--- config.mk ---
export PLATFORM = sky130hd
export DESIGN_NAME = onewire_rom_search_engine_unit_flat
export DESIGN_NICKNAME = d
export VERILOG_FILES = /design/src/hw/rtl/ores_pkg.sv /design/src/hw/rtl/ores_ifs.sv /design/src/hw/rtl/onewire_rom_search_engine_unit.sv /design/src/flat_wrapper.sv
export SDC_FILE = /design/constraint.sdc
export NUM_CORES = 1
export LEC_CHECK = 0
export BUFFER_PORTS_ARGS = -buffer_cell sky130_fd_sc_hd__clkbuf_2
export CORE_MARGIN = 3
export CORE_UTILIZATION = 44
export CTS_CLUSTER_DIAMETER = 120
export DETAILED_ROUTE_END_ITERATION = 6
export SYNTH_ARGS = -nofsm -noshare
export SYNTH_HDL_FRONTEND = slang
export SYNTH_SLANG_ARGS = --single-unit
--- constraint.sdc ---
create_clock -name clk -period 4.6 [get_ports clk]
set_clock_uncertainty 0.1 [all_clocks]
set_input_delay 0.23 -clock clk [delete_from_list [all_inputs] [get_ports clk]]
set_output_delay 0.23 -clock clk [all_outputs]
set_load 0.01 [all_outputs]
--- src/hw/rtl/ores_pkg.sv ---
package ores_pkg;

  // Operation codes of an input transaction.
  localparam logic [1:0] OP_START        = 2'd0;
  localparam logic [1:0] OP_RESET_DONE   = 2'd1;
  localparam logic [1:0] OP_TRIPLET_DONE = 2'd2;

  // Start modes.
  localparam logic [2:0] MODE_FIRST       = 3'd0;
  localparam logic [2:0] MODE_NEXT        = 3'd1;
  localparam logic [2:0] MODE_TARGET      = 3'd2;
  localparam logic [2:0] MODE_SKIP_FAMILY = 3'd3;
  localparam logic [2:0] MODE_VERIFY      = 3'd4;

  // Result kinds.
  localparam logic [1:0] KIND_BUS_RESET = 2'd0;
  localparam logic [1:0] KIND_TRIPLET   = 2'd1;
  localparam logic [1:0] KIND_DONE      = 2'd2;

  // Finish status codes.
  localparam logic [2:0] ST_FOUND     = 3'd0;
  localparam logic [2:0] ST_NOT_FOUND = 3'd1;
  localparam logic [2:0] ST_SHORT     = 3'd2;
  localparam logic [2:0] ST_BUS_ERROR = 3'd3;
  localparam logic [2:0] ST_ORDER     = 3'd4;

  localparam logic [6:0] ROM_BITS     = 7'd64;
  localparam logic [6:0] FAMILY_LIMIT = 7'd9;
  localparam logic [7:0] CRC_POLY     = 8'h8C;

  typedef struct packed {
    logic [1:0]  op;
    logic [2:0]  mode;
    logic [7:0]  family;
    logic [63:0] given_rom;
    logic        presence;
    logic        short_detected;
    logic        bus_fail;
    logic        id_bit;
    logic        complement_bit;
    logic        taken_direction;
  } item_t;

  typedef struct packed {
    logic [1:0]  kind;
    logic        send_search_command;
    logic        direction;
    logic [2:0]  status;
    logic [63:0] rom_found;
  } result_t;

endpackage

--- src/hw/rtl/ores_ifs.sv ---
interface ores_item_if;
  logic            valid;
  logic            ready;
  ores_pkg::item_t data;

  modport source (output valid, output data, input ready);
  modport sink (input valid, input data, output ready);
endinterface

interface ores_result_if;
  logic              valid;
  logic              ready;
  ores_pkg::result_t data;

  modport source (output valid, output data, input ready);
  modport sink (input valid, input data, output ready);
endinterface

--- src/hw/rtl/onewire_rom_search_engine_unit.sv ---
// Channel | Dir | Carries
// --------+-----+------------------------------------------------------------
// req     | in  | start / bus reset outcome / triplet outcome transactions
// rsp     | out | bus reset request, triplet request or search finished
//
// One result per transaction, and one transaction per cycle when rsp is ready.
// A transaction passes through an input register, then the search step and the
// result register, which also updates the search state.
// Reset (rst, synchronous) empties both registers and restores the search state.
// While rsp is stalled the result holds; one more transaction waits in the
// input register, after which req.ready drops.
module onewire_rom_search_engine_unit (
  input  logic          clk,
  input  logic          rst,
  ores_item_if.sink     req,
  ores_result_if.source rsp
);

  typedef enum logic [1:0] {PH_IDLE, PH_RESET, PH_TRIPLET} phase_t;

  function automatic logic pick_dir(input logic [6:0] b, input logic [6:0] ld,
                                    input logic [63:0] rom);
    logic [5:0] idx;
    idx = 6'(b - 7'd1);
    if (b < ld) begin
      return rom[idx];
    end
    return b == ld;
  endfunction

  // Pipeline registers.
  logic              in_valid;
  ores_pkg::item_t   in_item;
  logic              out_valid;
  ores_pkg::result_t out_data;

  // Search state.
  logic [63:0] rom_number, rom_number_next;
  logic [63:0] wanted_rom, wanted_rom_next;
  logic [6:0]  last_discrep, last_discrep_next;
  logic [3:0]  family_discrep, family_discrep_next;
  logic        last_device, last_device_next;
  logic [6:0]  bit_number, bit_number_next;
  logic [6:0]  newest_zero_pos, newest_zero_pos_next;
  logic [7:0]  crc_acc, crc_acc_next;
  phase_t      phase, phase_next;
  logic        verifying, verifying_next;

  ores_pkg::result_t res;
  logic              advance;
  logic [6:0]        bit_inc;
  logic [5:0]        pos;
  logic [6:0]        pick_bit;
  logic              dir_pick;
  logic [63:0]       rom_wr;
  logic              crc_fb;
  logic [7:0]        crc_step;
  logic [6:0]        lzp_new;
  logic [3:0]        fd_new;
  logic              start_last;

  assign advance   = in_valid && (!out_valid || rsp.ready);
  assign req.ready = !in_valid || advance;
  assign rsp.valid = out_valid;
  assign rsp.data  = out_data;

  assign bit_inc  = bit_number + 7'd1;
  assign pos      = 6'(bit_number - 7'd1);
  // A triplet request follows either a reset outcome (current bit) or a
  // triplet outcome (next bit). The write at the current bit never touches
  // the bit read for the next one, so the old ROM serves both cases.
  assign pick_bit = (in_item.op == ores_pkg::OP_TRIPLET_DONE) ? bit_inc : bit_number;
  assign dir_pick = pick_dir(pick_bit, last_discrep, rom_number);

  always_comb begin
    rom_wr      = rom_number;
    rom_wr[pos] = in_item.taken_direction;
  end

  // The Dallas CRC8 run one bit at a time, LSB first, matches the bytewise
  // form at every byte boundary, which is where the result is looked at.
  assign crc_fb   = crc_acc[0] ^ in_item.taken_direction;
  assign crc_step = {1'b0, crc_acc[7:1]} ^ (crc_fb ? ores_pkg::CRC_POLY : 8'h00);

  always_comb begin
    lzp_new = newest_zero_pos;
    fd_new  = family_discrep;
    if (!in_item.id_bit && !in_item.complement_bit && !in_item.taken_direction) begin
      lzp_new = bit_number;
      if (bit_number < ores_pkg::FAMILY_LIMIT) begin
        fd_new = bit_number[3:0];
      end
    end
  end

  always_comb begin
    unique case (in_item.mode)
      ores_pkg::MODE_NEXT:        start_last = last_device;
      ores_pkg::MODE_SKIP_FAMILY: start_last = last_device || (family_discrep == 4'd0);
      default:                    start_last = 1'b0;
    endcase
  end

  always_comb begin
    rom_number_next      = rom_number;
    wanted_rom_next      = wanted_rom;
    last_discrep_next    = last_discrep;
    family_discrep_next  = family_discrep;
    last_device_next     = last_device;
    bit_number_next      = bit_number;
    newest_zero_pos_next = newest_zero_pos;
    crc_acc_next         = crc_acc;
    phase_next           = phase;
    verifying_next       = verifying;
    res.kind                = ores_pkg::KIND_DONE;
    res.send_search_command = 1'b0;
    res.direction           = 1'b0;
    res.status              = ores_pkg::ST_ORDER;

    unique case (in_item.op)
      ores_pkg::OP_START: begin
        if (in_item.mode <= ores_pkg::MODE_VERIFY) begin
          unique case (in_item.mode)
            ores_pkg::MODE_FIRST: begin
              last_discrep_next   = 7'd0;
              family_discrep_next = 4'd0;
            end
            ores_pkg::MODE_TARGET: begin
              rom_number_next     = {56'd0, in_item.family};
              last_discrep_next   = ores_pkg::ROM_BITS;
              family_discrep_next = 4'd0;
            end
            ores_pkg::MODE_SKIP_FAMILY: begin
              last_discrep_next   = {3'd0, family_discrep};
              family_discrep_next = 4'd0;
            end
            ores_pkg::MODE_VERIFY: begin
              rom_number_next     = in_item.given_rom;
              wanted_rom_next     = in_item.given_rom;
              last_discrep_next   = ores_pkg::ROM_BITS;
              family_discrep_next = 4'd0;
            end
            default: begin
            end
          endcase
          last_device_next     = start_last;
          verifying_next       = (in_item.mode == ores_pkg::MODE_VERIFY);
          bit_number_next      = 7'd1;
          newest_zero_pos_next = 7'd0;
          crc_acc_next         = 8'd0;
          if (start_last) begin
            // The previous search already reached the last device, or (skip family) no family discrepancy is left.
            last_discrep_next   = 7'd0;
            family_discrep_next = 4'd0;
            last_device_next    = 1'b0;
            verifying_next      = 1'b0;
            phase_next          = PH_IDLE;
            res.status          = ores_pkg::ST_NOT_FOUND;
          end else begin
            phase_next = PH_RESET;
            res.kind   = ores_pkg::KIND_BUS_RESET;
            res.status = ores_pkg::ST_FOUND;
          end
        end
      end

      ores_pkg::OP_RESET_DONE: begin
        if (phase == PH_RESET) begin
          phase_next     = PH_IDLE;
          verifying_next = 1'b0;
          if (in_item.bus_fail) begin
            res.status = ores_pkg::ST_BUS_ERROR;
          end else if (in_item.short_detected) begin
            res.status = ores_pkg::ST_SHORT;
          end else if (!in_item.presence) begin
            last_discrep_next   = 7'd0;
            family_discrep_next = 4'd0;
            last_device_next    = 1'b0;
            res.status          = ores_pkg::ST_NOT_FOUND;
          end else begin
            phase_next              = PH_TRIPLET;
            verifying_next          = verifying;
            res.kind                = ores_pkg::KIND_TRIPLET;
            res.send_search_command = 1'b1;
            res.direction           = dir_pick;
            res.status              = ores_pkg::ST_FOUND;
          end
        end
      end

      ores_pkg::OP_TRIPLET_DONE: begin
        if (phase == PH_TRIPLET && bit_number >= 7'd1 && bit_number <= ores_pkg::ROM_BITS) begin
          if (in_item.bus_fail) begin
            phase_next     = PH_IDLE;
            verifying_next = 1'b0;
            res.status     = ores_pkg::ST_BUS_ERROR;
          end else if (in_item.id_bit && in_item.complement_bit) begin
            // No device answered this bit.
            last_discrep_next   = 7'd0;
            family_discrep_next = 4'd0;
            last_device_next    = 1'b0;
            phase_next          = PH_IDLE;
            verifying_next      = 1'b0;
            res.status          = ores_pkg::ST_NOT_FOUND;
          end else begin
            rom_number_next      = rom_wr;
            crc_acc_next         = crc_step;
            newest_zero_pos_next = lzp_new;
            family_discrep_next  = fd_new;
            bit_number_next      = bit_inc;
            if (bit_number != ores_pkg::ROM_BITS) begin
              res.kind      = ores_pkg::KIND_TRIPLET;
              res.direction = dir_pick;
              res.status    = ores_pkg::ST_FOUND;
            end else begin
              phase_next     = PH_IDLE;
              verifying_next = 1'b0;
              if (crc_step != 8'd0 || rom_wr[7:0] == 8'd0) begin
                last_discrep_next   = 7'd0;
                family_discrep_next = 4'd0;
                last_device_next    = 1'b0;
                res.status          = ores_pkg::ST_NOT_FOUND;
              end else begin
                last_discrep_next = lzp_new;
                last_device_next  = last_device || (lzp_new == 7'd0);
                if (verifying && rom_wr != wanted_rom) begin
                  res.status = ores_pkg::ST_NOT_FOUND;
                end else begin
                  res.status = ores_pkg::ST_FOUND;
                end
              end
            end
          end
        end
      end

      default: begin
      end
    endcase

    res.rom_found = rom_number_next;
  end

  always_ff @(posedge clk) begin
    if (rst) begin
      in_valid        <= 1'b0;
      out_valid       <= 1'b0;
      rom_number      <= 64'd0;
      wanted_rom      <= 64'd0;
      last_discrep    <= 7'd0;
      family_discrep  <= 4'd0;
      last_device     <= 1'b0;
      bit_number      <= 7'd1;
      newest_zero_pos <= 7'd0;
      crc_acc         <= 8'd0;
      phase           <= PH_IDLE;
      verifying       <= 1'b0;
    end else begin
      if (req.valid && req.ready) begin
        in_valid <= 1'b1;
        in_item  <= req.data;
      end else if (advance) begin
        in_valid <= 1'b0;
      end
      if (advance) begin
        out_valid       <= 1'b1;
        out_data        <= res;
        rom_number      <= rom_number_next;
        wanted_rom      <= wanted_rom_next;
        last_discrep    <= last_discrep_next;
        family_discrep  <= family_discrep_next;
        last_device     <= last_device_next;
        bit_number      <= bit_number_next;
        newest_zero_pos <= newest_zero_pos_next;
        crc_acc         <= crc_acc_next;
        phase           <= phase_next;
        verifying       <= verifying_next;
      end else if (rsp.ready) begin
        out_valid <= 1'b0;
      end
    end
  end

endmodule

--- src/flat_wrapper.sv ---
// flat-port wrapper written by rule: the top's interface ports become plain ports
module onewire_rom_search_engine_unit_flat 
  (clk, rst, req_valid, req_data, req_ready, rsp_valid, rsp_data, rsp_ready);
  ores_item_if req_i ();
  ores_result_if rsp_i ();
  input  logic clk;
  input  logic rst;
  input wire logic [$bits(req_i.valid)-1:0] req_valid;
  input wire logic [$bits(req_i.data)-1:0] req_data;
  output wire logic [$bits(req_i.ready)-1:0] req_ready;
  output wire logic [$bits(rsp_i.valid)-1:0] rsp_valid;
  output wire logic [$bits(rsp_i.data)-1:0] rsp_data;
  input wire logic [$bits(rsp_i.ready)-1:0] rsp_ready;
  assign req_i.valid = req_valid;
  assign req_i.data = req_data;
  assign req_ready = req_i.ready;
  assign rsp_valid = rsp_i.valid;
  assign rsp_data = rsp_i.data;
  assign rsp_i.ready = rsp_ready;
  onewire_rom_search_engine_unit u_core (.clk(clk), .rst(rst), .req(req_i), .rsp(rsp_i));
endmodule
## After elaboration in Yosys (flattened, before gate mapping)

Index checks and enable logic that the tools add are counted.

| operators by class | value |
|---|---|
| add/subtract/negate cells | 3 |
| $lt $le $gt $ge | 8 |
| equality and inequality tests | 24 |
| muxes and demuxes | 124 |
| bitwise gates (word level) | 5 |
| reductions and logical operators | 41 |

Operators by type and width:

| kind | number |
|---|---|
| $mux 64 | 4 |
| $pmux 64 s2 | 2 |
| $mux 7 | 22 |
| $mux 4 | 18 |
| $bwmux 64 | 1 |
| $ne 64x64->1 | 1 |
| $pmux 7 s3 | 2 |
| $mux 8 | 5 |
| $mux 1 | 36 |
| $mux 2 | 15 |
| $pmux 7 s2 | 2 |
| $reduce_and 10->1 | 2 |
| $mux 3 | 6 |
| $pmux 8 s2 | 1 |
| $lt 6x7->1 const B | 2 |
| $ne 2x2->1 const B | 6 |
| $pmux 2 s3 | 2 |
| $pmux 4 s3 | 1 |
| $reduce_and 6->1 | 2 |
| $sub 6x1->6 const B | 2 |
| $reduce_and 11->1 | 1 |
| $logic_and 1x1->1 | 9 |
| $pmux 3 s3 | 1 |
| $logic_not 8->1 | 1 |
| 41 further kinds | 61 |

| storage, ports and cells | value |
|---|---|
| register bits | 321 |
| input bits | 87 |

## Depth between registers and ports, before layout

Gate-level depths: netlist of run 1.

| depth | value |
|---|---|
| word-level depth | 15 |
| mapped depth | 17 |
| depth with buffers taken out | 14 |

## Worst setup path before layout of run 1

No wires, ideal clock.

| timing path | value |
|---|---|
| path type | flip-flop to flip-flop |
| start | reg u_core.out_valid (netlist: u_core.rsp.valid) |
| end | reg u_core.out_data (netlist bit u_core.rsp.data[0]), enable pin |
| setup time | 501 ps |
| arrival time | 3958 ps |
| required time | 3999 ps |
| path slack | 41 ps |
| cell stages (with the launch flop) | 6 |
| clock period less this slack | 4559 ps |
| cell sequence | dfxtp_1 nor2b_1 nand2b_1 clkbuf_1 buf_1 nor2_1 |

| between the ends | value |
|---|---|
| word-level cells in the longest chain between the ends | 4 |

Ends and longest elaborated chain:

| element | line | RTL |
|---|---|---|
| from (decl) | onewire_rom_search_engine_unit.sv:34 | `logic out_valid;` |
| from (signal assigned) | onewire_rom_search_engine_unit.sv:247 | `out_valid <= 1'b0;` |
| from (signal assigned) | onewire_rom_search_engine_unit.sv:266 | `out_valid <= 1'b1;` |
| from (signal assigned) | onewire_rom_search_engine_unit.sv:279 | `out_valid <= 1'b0;` |
| $logic_not 1->1 | onewire_rom_search_engine_unit.sv:62 | `assign advance = in_valid && (!out_valid \|\| rsp.ready);` |
| $logic_or 1x1->1 | onewire_rom_search_engine_unit.sv:62 |  |
| $logic_and 1x1->1 | onewire_rom_search_engine_unit.sv:62 |  |
| $reduce_and 2->1 (no line) | - |  |
| to (signal assigned) | onewire_rom_search_engine_unit.sv:267 | `out_data <= res;` |
| to (decl) | onewire_rom_search_engine_unit.sv:35 | `ores_pkg::result_t out_data;` |

No other way between the ends.
A chain may end at the register's enable or synchronous reset.

==> metrics, run 1 <==
crit-path cells nor4_4 > nand2_1 > a211oi_1 > mux2i_1 > nor2_1 > a2111oi_0 > or4b_1 > nor4_1 > a31oi_1; cell family with most CP delay simple AND/OR/NAND/NOR gates; Vias/cell 6.18; Reg clk slew, reported paths 70 ps; Place WS 514 ps; maximum clock frequency 235 MHz; Arrival @ worst endpoint 4430 ps; Slew HR 0.276; Max Slew Vio Count 0; RR Startpoint u_core.bit_number[4]$_SDFFE_PP0P_; total power 6.90 mW; unrepaired setup endpoints after global routing no; drt drc 10; largest fanout on the critical path 17; WP buf/inv 0; syn nets 1819; placed cell area 17900 um2; final worst setup slack 351 ps; mapped cell area 16300 um2; GRT Residual Overflow 0; WL/cell 26.7 um; Root Buffer clkbuf_16; Synth cell types 89; share of Yosys cell area claimed by the top area cell type 0.284; share of the core filled with cells 0.555; Reg area 7970 um2; vias 15100; run status finished with violations; syn avg cell area 9.51 um2; Final Hold Viols 0; worst r2r dst u_core.rsp.data[64]$_DFFE_PP_; H-tree levels 2; hold depth 2; Critical Path RT 4780 ps; CTS Buf Count 36; setup TNS 0 ps; clk buf depth 3; HPWL Detailed 47700 um; Hold WS 290 ps; die height 199 um; footprint of the multi-input gates 7540 um2; Iteration-0 DRC Markers 1636; synthesized instance count 1715; Cell Pwr Density 345 nW/um2; # diodes 0; fin crit share 0.924; Synth Area in Simple Gates 0.168; Post-synth ARST share 0; layout cell share with drive strength beyond 1 0.179; Routability Congestion 0.974; largest family of logic cells by synthesized area compound AO/OA/AOI/OAI gates; Post-Synth XOR/XNOR Area 0.0246; maximum vdd drop 0.000315 V; # setup viols final 0; violated checks design-rule violations; core area 36100 um2; # rows 69; Final min period 4250 ps; 1st-pass router iterations 7; Worst-Skew Late Latency 550 ps; TritonCTS clock tree yes; Synth Register Bits 321; HP Start req_data[5]; Worst Max-Slew Pin Slew 1090 ps; Sink Count 321; Layout fillers 3207; Top FF cell, synth dfxtp_1; CP Capture Type register; post-CTS setup buffer count 0; Synth area leaders edfxtp_1 28%, dfxtp_1 21%, nand2_1 5.4%, a21oi_1 3.8%, nor2_1 3.2%; number of synthesized flops with an enable pin 154; drt total wl 65500 um; first-pass GRT wire length 96900 um; Final ANT Viol Nets 0; Layout area overhead 22.7%; IO Pins 160; Synth Area in Adders 0.0130; post-synthesis sequential area ratio 0.489; Startpoint Class register; die area 39400 um2; Leakage 7.36 nW; Crit Path Category register to register; Hold Crit Class input pin to register; largest net degree at the start of global routing 91; Final #Nets 2064; complex-gate fraction of the synthesized area 0.203; Slowest-stage cell, CP dfxtp_1; Die W 199 um; Starting Density 0.452; slowest cell delay on critical path 560 ps; cell total after placement 2296; Hold Path Sink u_core.in_item[5]$_DFFE_PP_; mux cell area share after synthesis 0.0517; IO Port Bufs 159; GRT Util Overall 0.330; initial antenna violation count 1; vias in the first global route 14600; post-route cell area 20000 um2; maxcap violations 0; Worst Reg2Reg Path Length in Cells 9; Synth area leader edfxtp_1; r2r setup slk 350 ps; non-filler cells, final 2449; Ys Warns 0
synthesized netlist by cell type (9+ instances only):
cell type / number
nand2_1: 235
dfxtp_1: 167
edfxtp_1: 154
nor2_1: 137
a21oi_1: 123
clkbuf_1: 107
o21ai_0: 91
inv_1: 83
a211oi_1: 62
a222oi_1: 48
mux2i_1: 46
nand3_1: 38
nor3_1: 33
xor2_1: 27
a22oi_1: 20
nand2b_1: 20
nor2b_1: 18
ha_1: 17
xnor2_1: 17
mux4_2: 14
nand4_1: 14
nor3b_1: 13
nor4_1: 13
o221ai_1: 12
a31oi_1: 9
o211ai_1: 9
repair_timing:
action,4_1_cts,5_1_grt
gates resized for setup,0,0
setup endpoints to repair,0,0
hold buffers,87,0
endpoints found under the hold margin,97,0
final cells by class:
type,instances,share of cell area
Clock inverter,18,0.0131
Multi-Input combinational cell,1184,0.377
Timing Repair Buffer,334,0.118
Sequential cell,321,0.398
Inverter,83,0.0156
Tap cell,461,0.0288
Clock buffer,48,0.0498
per-layer routing:
layer,vias up,wire length [um],share of wire,GRT usage
met4,2,2160,0.033,0.107
met3,111,4770,0.073,0.0518
met2,740,29400,0.45,0.517
met5,-,12,0.00018,0
li1,6858,-,-,-
met1,7422,29100,0.44,0.472
flip-flops by register name (all words and copies together), names as in the netlist, 2 cells and up:
signal	cells
u_core.in_item	83
u_core.rsp.data	71
u_core.rom_number	64
u_core.wanted_rom	64
u_core.crc_acc	8
u_core.bit_number	7
u_core.last_discrep	7
u_core.newest_zero_pos	7
u_core.family_discrep	4
u_core.phase	2
report_power, final:
part / total, mW / internal [mW] / switching [mW]
registers: 3.19 / 3.10 / 0.0899
clock network: 3.04 / 1.83 / 1.21
logic: 0.678 / 0.275 / 0.403
total: 6.90 / 5.20 / 1.70
worst max-delay path by stage:
stage | slack [ps] | to | depth (start not counted) | start
finish | 350 | u_core.rsp.data[64]$_DFFE_PP_ | 9 | u_core.bit_number[4]$_SDFFE_PP0P_
global placement | 430 | u_core.rsp.data[64]$_DFFE_PP_ | 11 | u_core.bit_number[1]$_SDFFE_PP0P_
floorplan | 40 | u_core.rsp.data[0]$_DFFE_PP_ | 5 | u_core.rsp.valid$_SDFFE_PP0P_
CTS | 490 | u_core.rsp.data[64]$_DFFE_PP_ | 9 | u_core.bit_number[4]$_SDFFE_PP0P_
global route | 40 | u_core.rsp.data[64]$_DFFE_PP_ | 9 | u_core.bit_number[4]$_SDFFE_PP0P_
detailed placement | 510 | u_core.rsp.data[64]$_DFFE_PP_ | 9 | u_core.bit_number[4]$_SDFFE_PP0P_
placed cells by master (no fill, tap or decap), types with 7 or more instances in the layout:
master         Yosys  routed
a211oi_1          62      62
a21o_1             7       7
a21oi_1          123     123
a222oi_1          48      48
a22oi_1           20      19
a31oi_1            9       9
a32oi_1            8       8
and3_1             8       7
buf_4              1      87
clkbuf_1         107       8
clkbuf_16          0      37
clkbuf_2           1     158
dfxtp_1          167     167
dlygate4sd3_1      0      87
edfxtp_1         154     154
ha_1              17      17
inv_1             83      83
mux2i_1           46      46
mux4_2            14      14
nand2_1          235     233
nand2b_1          20      20
nand3_1           38      38
nand4_1           14      14
nor2_1           137     135
nor2b_1           18      17
nor3_1            33      32
nor3b_1           13      13
nor4_1            13      13
o211ai_1           9       9
o21ai_0           91      91
o221ai_1          12      12
o32a_1             7       7
or3_1              8       8
xnor2_1           17      17
xor2_1            27      27
logic make-up (layout without fill, tap and decap cells):
kind of cell | Yosys count | in the layout
simple gates | 579 | 579
flops | 321 | 321
mux | 66 | 66
buf+inv | 210 | 483
compound gates | 477 | 477
xor+xnor | 45 | 45
fa+ha+maj | 17 | 17
Power figures use the tool's default switching activity.
==> run 2, diff against run 1 <==
CORE_UTILIZATION = 40   (was 44)
SKIP_LAST_GASP = 1   (was unset)
==> run 2 against run 1 <==
  * Register-to-register slack worse by 170 ps
  * Worst setup slack worse by 170 ps
  * Clock-buffer cell count up 1
  * The run now ends clean
==> metrics, run 2 (synthesized netlist as in run 1, its figures left out) <==
# diodes 0; largest net degree at the start of global routing 84; total power 6.71 mW; Cell Pwr Density 335 nW/um2; Max Slew Vio Count 0; share of the core filled with cells 0.500; number of flip-flops under the largest register name 83; commonest non-fill, non-tap cell in the layout nand2_1; Final ANT Viol Nets 0; drt total wl 65400 um; Worst-Skew Late Latency 570 ps; met2 wire length 29700 um; CTS Buf Count 36; TritonCTS clock tree yes; GRT Util Overall 0.293; Hold WS 275 ps; # rows 73; maxcap violations 0; first-pass GRT wire length 96800 um; setup TNS 0 ps; HPWL Detailed 47400 um; Reg clk slew, reported paths 70 ps; layout cell share with drive strength beyond 1 0.177; Sink Count 321; crit-path cells inv_1 > ha_1 > xnor2_2 > nor2_1 > nand3_2 > nor2_4 > mux2i_1 > a2111oi_1 > or4b_1 > nor4_1 > a31oi_1; CP Capture Type register; Startpoint Class register; 1st-pass router iterations 7; IO Port Bufs 159; Die W 208 um; Arrival @ worst endpoint 4610 ps; IO Pins 160; Layout fillers 3744; Final Hold Viols 0; Routability Congestion 1.02; Final #Nets 2067; largest fanout on the critical path 10; uppermost layer routed met4; initial antenna violation count 0; maximum vdd drop 0.000335 V; Starting Density 0.408; run status completed; Iteration-0 DRC Markers 1689; drt drc 0; Slew HR 0.279; vias 15100; Critical Path RT 4790 ps; Final min period 4420 ps; met3 WL 4510 um; Worst Max-Slew Pin Slew 1070 ps; most frequent cells in the layout 233 x nand2_1, 167 x dfxtp_1, 158 x clkbuf_2; Leakage 7.32 nW; clk buf depth 3; Vias/cell 6.01; die area 43200 um2; fin crit share 0.961; GRT Residual Overflow 0; die height 208 um; vias in the first global route 14400; Crit Path Category register to register; Largest Register u_core.in_item; Layout area overhead 22.8%; maximum clock frequency 226 MHz; Root Buffer clkbuf_16; slowest cell delay on critical path 660 ps; WP buf/inv 1; Hold Crit Class input pin to register; unrepaired setup endpoints after global routing no; cell family with most CP delay simple AND/OR/NAND/NOR gates; cell total after placement 2361; H-tree levels 2; # setup viols final 0; WL/cell 26.0 um; Slowest-stage cell, CP a2111oi_1; core area 40000 um2; non-filler cells, final 2516; M1 WL 29100 um
## run 2: final cells by class
class | count | area, um2 | area share
sequential | 321 | 7970 | 0.398
multi-input combinational | 1184 | 7540 | 0.377
tap | 525 | 657 | 0.0328
inverter | 83 | 312 | 0.0156
clock buffer | 49 | 980 | 0.0489
timing repair buffer | 337 | 2390 | 0.119
clock inverter | 17 | 168 | 0.00838
## run 2: report_power, final
part / total [mW] / internal (mW) / leakage (nW) / switching, mW
combinational: 0.673 / 0.279 / 4.00 / 0.394
clock: 2.85 / 1.62 / 0.556 / 1.22
sequential: 3.19 / 3.10 / 2.77 / 0.0914
total: 6.71 / 5.00 / 7.32 / 1.71
## run 2: per-layer routing
layer / vias up / track usage
li1: 6855 / -
met1: 7481 / 0.425
met2: 677 / 0.459
met3: 110 / 0.0383
met4: 0 / 0.0925
met5: - / 0
## run 2: path summary, 6_finish.rpt
kind	startpoint	to	slack, ps	cells past startpoint
setup / recovery	u_core.bit_number[1]$_SDFFE_PP0P_	u_core.rsp.data[64]$_DFFE_PP_	180	11
setup reg to reg	u_core.bit_number[1]$_SDFFE_PP0P_	u_core.rsp.data[64]$_DFFE_PP_	180	11
hold reg to reg	u_core.last_discrep[5]$_SDFFE_PP0P_	u_core.last_discrep[5]$_SDFFE_PP0P_	350	2
hold / removal	req_data[36]	u_core.in_item[36]$_DFFE_PP_	270	2
## run 2: what timing repair did
action | 4_1_cts | 5_1_grt
resized for setup | 0 | 1
hold buffers | 88 | 0
endpoints found under the hold margin | 91 | 0
setup endpoints to repair | 0 | 1
buffers inserted | 0 | 1
## run 2: through the flow
| stage | cell area, um2 | worst slack [ps] |
|---|---|---|
| finish | 20000 | 179 |
| global route | 20000 | 92.1 |
| CTS | 20000 | 147 |
| detailed placement | 18000 | 183 |
| global placement | 18000 | 163 |
| floorplan | 16300 | 41.4 |
==> run 3, diff against run 2 <==
BUFFER_PORTS_ARGS = -buffer_cell sky130_fd_sc_hd__buf_2   (was -buffer_cell sky130_fd_sc_hd__clkbuf_2)
==> run 3 against run 2 <==
  * The flow now finishes with violations (design-rule violations)
  * Cell area up 0.31%
  * Clock-buffer cell count grew 3
  * Hold slack better by 2.2 ps
  * Sequential power barely moved
  * Maximum frequency shrank 0.17%
  * Power up 3.4%
  * Largest cell class unchanged
==> metrics, run 3 (synthesized netlist as in run 1, its figures left out) <==
M1 WL 28100 um; initial antenna violation count 0; number of flip-flops under the largest register name 83; Final Hold Viols 0; Slew HR 0.338; clk buf depth 3; Layout area overhead 23.2%; maximum vdd drop 0.000293 V; GRT Residual Overflow 0; Hold Crit Class input pin to register; Reg clk slew, reported paths 70 ps; met3 WL 5090 um; setup TNS 0 ps; Worst Max-Slew Pin Slew 994 ps; Starting Density 0.408; Crit Path Category register to register; Die W 208 um; Leakage 7.30 nW; r2r setup slk 170 ps; CP Capture Type register; non-filler cells, final 2507; drt total wl 64600 um; # rows 73; fin crit share 0.963; maxcap violations 0; WL/cell 25.8 um; clock group share of total power 0.445; Final ANT Viol Nets 0; H-tree levels 2; unrepaired setup endpoints after global routing no; # setup viols final 0; TritonCTS clock tree yes; placed cell area 17900 um2; drt drc 3; Iteration-0 DRC Markers 1947; die height 208 um; Switching Share 0.244; Critical Path RT 4800 ps; Largest Register u_core.in_item; core area 40000 um2; maximum clock frequency 226 MHz; Hold WS 277 ps; Worst-Skew Late Latency 560 ps; Cell Pwr Density 345 nW/um2; HPWL Detailed 47100 um; post-CTS setup buffer count 0; Comb power frac 0.095; P_int 5.25 mW; violated checks design-rule violations; largest net degree at the start of global routing 85; Layout fillers 3720; Root Buffer clkbuf_16; final worst setup slack 172 ps; die area 43200 um2; post-route cell area 20100 um2; cell total after placement 2352; 1st-pass router iterations 7; Startpoint Class register; Vias/cell 6.02; uppermost layer routed met4; Sink Count 321; Final #Nets 2057; largest fanout on the critical path 21; met2 wire length 29400 um; most frequent cells in the layout 233 x nand2_1, 167 x dfxtp_1, 158 x buf_2; IO Pins 160; CTS Buf Count 36; Final min period 4430 ps; GRT Util Overall 0.289; layout cell share with drive strength beyond 1 0.178; vias 15100; Sw Pwr 1.69 mW; IO Port Bufs 159; Max Slew Vio Count 0; run status finished with violations; commonest non-fill, non-tap cell in the layout nand2_1; Place WS 242 ps; Seq pwr share 0.460; Routability Congestion 1.07; first-pass GRT wire length 95600 um; vias in the first global route 14600; Arrival @ worst endpoint 4630 ps
-- run 3: through the flow --
| stage | total power [mW] | util |
|---|---|---|
| final | 6.94 | 0.502 |
| after global routing | 7.15 | 0.502 |
| after CTS | 6.99 | 0.502 |
| after detailed placement | 3.84 | 0.448 |
| after global placement | 3.84 | 0.448 |
| after floorplan | 3.57 | - |
-- run 3: area by class of cell --
cell class	count	area, um2	share of cell area
Inverter	83	312	0.0155
Sequential cell	321	7970	0.397
Multi-Input combinational cell	1184	7550	0.376
Timing Repair Buffer	327	2320	0.115
Clock inverter	14	190	0.00947
Tap cell	525	657	0.0327
Clock buffer	52	1080	0.0540
Antenna cell	1	2.50	0.000125
-- run 3: critical path, cell delays in order (launching register included) --
cell,delay [ps]
dfxtp_1,790
nor2b_1,190
a2bb2oi_1,690
and2_4,450
nor2_1,180
mux2i_1,160
xnor2_1,490
o2111ai_1,370
nor4_1,590
a31oi_1,160
-- run 3: final timing paths --
check	start	to	cells past startpoint
worst max-delay path	u_core.bit_number[4]$_SDFFE_PP0P_	u_core.rsp.data[64]$_DFFE_PP_	9
worst min-delay path	req_data[1]	u_core.in_item[1]$_DFFE_PP_	2
worst max register to register	u_core.bit_number[4]$_SDFFE_PP0P_	u_core.rsp.data[64]$_DFFE_PP_	9
worst min register to register	u_core.last_discrep[5]$_SDFFE_PP0P_	u_core.last_discrep[5]$_SDFFE_PP0P_	2
-- run 3: what timing repair did --
action	CTS	global route
endpoints found under the hold margin	90	0
gates resized for setup	0	2
endpoints found under the setup margin	0	1
hold buffers	88	0
-- run 3: power groups by stage --
stage | Sequential, mW | Combinational [mW] | Clock, mW
floorplan | 3.22 | 0.349 | 0
global placement | 3.25 | 0.586 | 0
detailed placement | 3.25 | 0.590 | 0
CTS | 3.19 | 0.651 | 3.14
global route | 3.20 | 0.709 | 3.24
finish | 3.19 | 0.658 | 3.08
-- run 3: metal layers --
metal,global-route usage,vias to the layer above
met5,0,-
met4,0.0925,0
met3,0.0507,112
met2,0.457,719
met1,0.404,7404
li1,-,6863
